File: src/rtl/fba_pkg.sv
// ----------------------------------------------------------------------------
// fba_pkg
// Shared types and constants of the frame bitmap allocator.
// ----------------------------------------------------------------------------
package fba_pkg;

  localparam int MAX_FRAMES_DEF    = 4096;
  localparam int WORD_BITS_DEF     = 32;
  localparam int FRAME_FIELD_LIMIT = 4096;
  localparam int GROUP_WORDS       = 16;

  localparam int FRAME_W = 12;
  localparam int CFG_W   = 13;
  localparam int STAT_W  = 2;

  localparam logic [CFG_W-1:0] FRAME_COUNT_RESET = 13'd4096;

  localparam logic ACT_ALLOC = 1'b0;
  localparam logic ACT_FREE  = 1'b1;

  localparam logic [STAT_W-1:0] ST_DONE = 2'd0;
  localparam logic [STAT_W-1:0] ST_SKIP = 2'd1;
  localparam logic [STAT_W-1:0] ST_FULL = 2'd2;

  typedef struct packed {
    logic               action;
    logic [FRAME_W-1:0] current_frame;
    logic               kernel_page;
    logic               page_writable;
  } req_t;

  typedef struct packed {
    logic [FRAME_W-1:0] frame_index;
    logic               present;
    logic               writable;
    logic               user_mode;
    logic [STAT_W-1:0]  status;
  } res_t;

endpackage

File: src/rtl/fba_bitmap.sv
// ----------------------------------------------------------------------------
// fba_bitmap
// Frame bitmap store: one synchronous word memory with a registered read,
// per-word valid bits so that unwritten words read as all free, and a
// per-word full flag kept in step with every write.
// ----------------------------------------------------------------------------
module fba_bitmap import fba_pkg::*; #(
  parameter int WORDS     = 128,
  parameter int WORD_BITS = WORD_BITS_DEF,
  parameter int AW        = 7
) (
  input  logic                 clk,
  input  logic                 rst,
  input  logic                 rd_en,
  input  logic [AW-1:0]        rd_addr,
  input  logic                 wr_en,
  input  logic [AW-1:0]        wr_addr,
  input  logic [WORD_BITS-1:0] wr_data,
  output logic [WORD_BITS-1:0] rd_word,
  output logic [WORDS-1:0]     full
);

  logic [WORD_BITS-1:0] mem [WORDS];
  logic [WORDS-1:0]     valid;
  logic [WORD_BITS-1:0] rd_data;
  logic                 rd_hit;

  always_ff @(posedge clk) begin
    if (wr_en) begin
      mem[wr_addr] <= wr_data;
    end
    if (rd_en) begin
      rd_data <= mem[rd_addr];
    end
  end

  always_ff @(posedge clk) begin
    if (rst) begin
      valid  <= '0;
      full   <= '0;
      rd_hit <= 1'b0;
    end else begin
      if (wr_en) begin
        valid[wr_addr] <= 1'b1;
        full[wr_addr]  <= (wr_data == {WORD_BITS{1'b1}});
      end
      if (rd_en) begin
        rd_hit <= valid[rd_addr];
      end
    end
  end

  assign rd_word = rd_hit ? rd_data : '0;

endmodule

File: config.mk
export PLATFORM = sky130hd
export DESIGN_NAME = fba_bitmap
export DESIGN_NICKNAME = d
export VERILOG_FILES = /design/src/rtl/fba_pkg.sv /design/src/rtl/fba_bitmap.sv
export SDC_FILE = /design/constraint.sdc
export NUM_CORES = 2
export LEC_CHECK = 0
export ABC_AREA = 0
export ABC_CLOCK_PERIOD_IN_PS = 3150
export BUFFER_PORTS_ARGS = -buffer_cell sky130_fd_sc_hd__buf_2
export CAP_MARGIN = 10
export CORE_MARGIN = 2
export CORE_UTILIZATION = 31
export DETAILED_ROUTE_END_ITERATION = 8
export SYNTH_ARGS = -nofsm -noshare
export SYNTH_HDL_FRONTEND = slang
export SYNTH_SLANG_ARGS = --single-unit
File: constraint.sdc
create_clock -name clk -period 3.15 [get_ports clk]
set_input_delay 0 -clock clk [delete_from_list [all_inputs] [get_ports clk]]
set_output_delay 0 -clock clk [all_outputs]
set_load 0.05 [all_outputs]
Word level (Yosys, flattened, before mapping)
Memories as Yosys holds them, arrays and structs flattened. A register that Yosys moved wholly into a read port is not among the register bits.
Cells that the tools add are included.
{"block": "word_totals", "register_bits": 257, "wordCells": 18, "mem_bits_rw": 4096, "out_inout_bits": 160, "memories": 1, "in_bits": 50}
{"block": "classes", "order_cmp": 3, "bitwise": 1, "n_eq_ne": 1, "n_reduce_logical": 1, "mux": 8}
{"name": "mem", "depth": 128, "width": 32, "rd": 1, "rd_clocked_by_memory_dff": 1, "wr": 1, "line": "fba_bitmap.sv:23", "source": "logic [WORD_BITS-1:0] mem [WORDS];"}
{"cell": "bitwise mux 128 bit", "count": 1}
{"cell": "OR 128 bit", "count": 1}
{"cell": "equality test 32 bit (second input constant)", "count": 1}
{"cell": "two-way mux 32 bit", "count": 1}
{"cell": "< comparator 7 x 8 -> 1 bit (second input constant)", "count": 2}
{"cell": "binary-select mux 1 bit (select 7 bit)", "count": 1}
{"cell": "demux 1 bit (select 7 bit)", "count": 1}
{"cell": "greater-or-equal comparator 7 x 1 -> 1 bit (second input constant)", "count": 1}
{"cell": "two-way mux 1 bit", "count": 4}
{"cell": "logical AND 1 bit", "count": 1}

Depth between registers and ports, before layout
{"block": "logic_depth", "ltp_word": 5, "mapped_depth": 11, "ltp_nobuf": 6}

Worst setup path before layout
No wires, ideal clock.
{"block": "synth_timing", "kind": "input-to-reg", "startpoint": "input port wr_addr[5]", "endpoint": "memory mem[56][0] (netlist bit), enable pin", "setup_slack_ns": 0.677, "stages": 4, "setup_time_ns": 0.424, "path_buffers": 1, "t_arrival_ns": 2.049, "t_required_ns": 2.726, "path_cell_list": "nor2b_1 -> nand3_1 -> clkbuf_1 -> nor2_1"}
{"item": "start: declaration", "line": "fba_bitmap.sv:17", "source": "input logic [AW-1:0] wr_addr,"}
{"item": "end: declaration", "line": "fba_bitmap.sv:23"}
No word-level cell before the write port.

==> summary.md <==
| Metric | Value |
|---|---|
| Final period util | 99.4% |
| Crit path max-delay family | multiplexers |
| Crit-path cells | mux4_2, mux4_2, mux2i_1, buf_4, nor2_1, a311oi_1, a21oi_1 |
| Most common cell after layout, fill and taps aside | edfxtp_1 |
| DR pass1 iterations | 8 |
| Yosys warns | 0 |
| Mux contribution to synthesized area | 17.0% |
| Top FF cell, synth | edfxtp_1 |
| DRT iter0 DRCs | 12900 |
| Pins Over Slew Limit | 0 |
| Worst Max-Slew Pin Slew | 1.27 ns |
| CTS tree | yes |
| Synthesized flop and latch total | 4385 |
| GRT Total Usage | 18.1% |
| Setup Viol. Count Final | 0 |
| Main combinational cell family by area after synthesis | multiplexers |
| Area Overhead vs Synth | 18.5% |
| Crit path time final | 3.13 ns |
| Initial antenna violation count | 67 |
| DRC Markers | 0 |
| CTS sink count | 4385 |
| Cell Count, Final, Fillers Out | 16000 |
| Power Density | 616 nW/um2 |
| Detailed placement HPWL | 305 mm |
| Max incr delay on CP | 0.98 ns |
| Vias/cell | 5.33 |
| Asr flop ratio synth | 0% |
| Unrepaired setup endpoints after global routing | no |
| Fraction of layout cells with a size suffix above 1 | 31.6% |
| Net switching power | 26.7 mW |
| First-pass GRT wire length | 689 mm |
| Reg clk slew, reported paths | 0.07 ns |
| Hold WC Path Type | input port to register |
| Nets | 8498 |
| Syn Nets | 7615 |
| Most frequent cells in the layout | 4128 x edfxtp_1, 1172 x mux4_2, 485 x buf_4 |
| Max Buffers Root-to-Sink | 4 |
| Critical path capture point type | register |
| Largest cells by area after synthesis | edfxtp_1 74%, mux4_2 16%, dfxtp_1 3.1%, mux2i_1 1.1%, nor2_1 0.97% |
| Setup Fix Bufs, Post-CTS | 0 |
| Placed cell count | 15100 |
| Max FO, Critical Path | 1 |
| Post-layout util | 36.8% |
| Largest net degree at the start of global routing | 129 |
| Cell variety after synth | 42 |
| Worst VDD drop | 0.509 mV |
| Wire per inst | 31.6 um |
| Final hold vios | 0 |
| FMAX | 0.319 GHz |
| Crit path required time | 3.88 ns |
| Buf/Inv on CP | 1 |
| Synth top area share | 74.5% |
| Mean Syn Cell Area | 22.0 um2 |
| Crit path DAT | 3.86 ns |
| Simple-gate share of the synthesized area | 1.73% |
| Rows | 269 |
| Total CTS buffers | 418 |
| Power share of the clock group | 41.7% |
| CP Class | register to register |
| Seq/Total Area, Yosys | 77.6% |
| Worst Setup Start Kind | register |
| Starting Density | 31.1% |
| Critical-path top delay cell | a311oi_1 |
| Reg power frac | 52.8% |
| Post-synthesis xor/xnor area fraction | 0% |
| Status | finished clean |
| Internal power | 94.8 mW |
| Number of flops mapped to enable cells by yosys | 4128 |
| Clock latency on the worst-skew pair | 1.04 ns |
| Die Area | 543000 um2 |
| Setup TNS Final | 0 ns |
| Switching part of the total | 22.0% |
| Vias in the first global route | 84700 |
| Port bufs | 209 |
| Setup Skew | 0.106 ns |
| Routed Antenna Nets | 0 |
| Post-synthesis compound-gate area fraction | 2.48% |
| Chip Height | 737 um |
| Yosys top cell by area | edfxtp_1 |
| Post-Synth Adder-Cell Area | 0% |
| I/O Pins | 210 |
| Most frequent CP cell | mux4_2 |
| CTS root buf | clkbuf_16 |
| Cell count after synthesis | 7565 |
| Logic pwr share | 5.5% |
| Mapped cell area | 166000 um2 |
| Die Wd | 737 um |
| Via count | 85300 |
| Max-Cap Viols | 0 |
| Core box area | 536000 um2 |
| WL final | 505 mm |
| Worst slew margin | 15.3% |
| # H-tree levels | 5 |
| Gr ovfl total | 0 |
| Leakage | 61.5 nW |
| Final Wtd Congestion | 0.834 |
-- worst paths after layout --
kind                                              start  cells after the start  slack [ns]                 endpoint
worst max register to register    mem[95][24]$_DFFE_PP_                      7        0.02    rd_data[24]$_DFFE_PP_
worst max-delay path              mem[95][24]$_DFFE_PP_                      7        0.02    rd_data[24]$_DFFE_PP_
worst min-delay path                        wr_data[20]                      2        0.07    mem[49][20]$_DFFE_PP_
worst min register to register  valid[115]$_SDFFE_PP0P_                      2        0.47  valid[115]$_SDFFE_PP0P_
-- per-layer routing --
layer,track usage (%),wire [um],part of all wire [%]
met2,28.3,234000,46
met5,0,70,0.014
met1,24.3,193000,38
met3,5.70,62700,12
met4,5.22,16000,3.2
-- stage by stage --
step | cell area (um2) | worst slack [ns] | hold slack, ns | power (mW)
floorplan | 166000 | 0.677 | 0.0989 | 68.4
global placement | 183000 | -0.536 | 0.443 | 71.9
detailed placement | 183000 | -0.547 | 0.458 | 72.0
CTS | 197000 | 0.109 | 0.00138 | 122
global route | 197000 | 0.0448 | 0.0331 | 125
finish | 197000 | 0.0183 | 0.0650 | 121
-- worst register-to-register path: cells and delay by family, from the launching register on --
| kind | cells | cell delay (ns) |
|---|---|---|
| simple gates | 1 | 0.05 |
| compound gates | 2 | 1.11 |
| mux | 3 | 1.13 |
| buf+inv | 1 | 0.17 |
| flops | 1 | 0.38 |
-- area by class of cell --
type	instances	area, um2
diodes	22	55.1
clock inverters	234	2440
multi-input cells	2728	36400
fillers	48300	339000
inverters	1	3.75
clock buffers	539	11300
repair buffers	914	8980
well taps	7181	8980
flip-flops and latches	4385	129000
-- flip-flops by register name, summed over array words and instances, names as in the netlist --
signal / flops
full: 128
valid: 128
mem: 4096
rd_hit: 1
rd_data: 32
-- power by group through the flow --
stage                     combinational (mW)  sequential, mW  clock, mW
after floorplan                         3.11            65.2          0
after CTS                               6.74            64.1       51.2
after global placement                  6.54            65.3          0
after detailed placement                6.65            65.3          0
after global routing                    6.99            64.1       53.5
final                                   6.72            64.1       50.6
-- synth_stat cells (all sizes together) (2+ instances only) --
cell and number:
edfxtp 4128, mux4 1172, nor2 429, dfxtp 257, clkbuf 248, a21oi 226, buf 203, nand2 185
mux2i 183, o21ai 159, a22oi 135, and2 34, a221oi 32, a311oi 32, a21boi 31, a22o 31
nor2b 19, nand3 16, nand4 13, nor3 5, nor4 4, mux2 3, a211oi 2, o211ai 2
or4 2
-- kinds of logic after synthesis --
group,after synthesis
flops,4385
mux,1358
simple gates,710
compound gates,660
buf+inv,452
-- timing repair --
item / 4_1_cts / 5_1_grt
gates resized for setup: 0 / 5
endpoints found under the hold margin: 2710 / 0
endpoints found under the setup margin: 0 / 18
hold buffers: 62 / 0
Note: power is estimated with default switching activity, not from simulation.
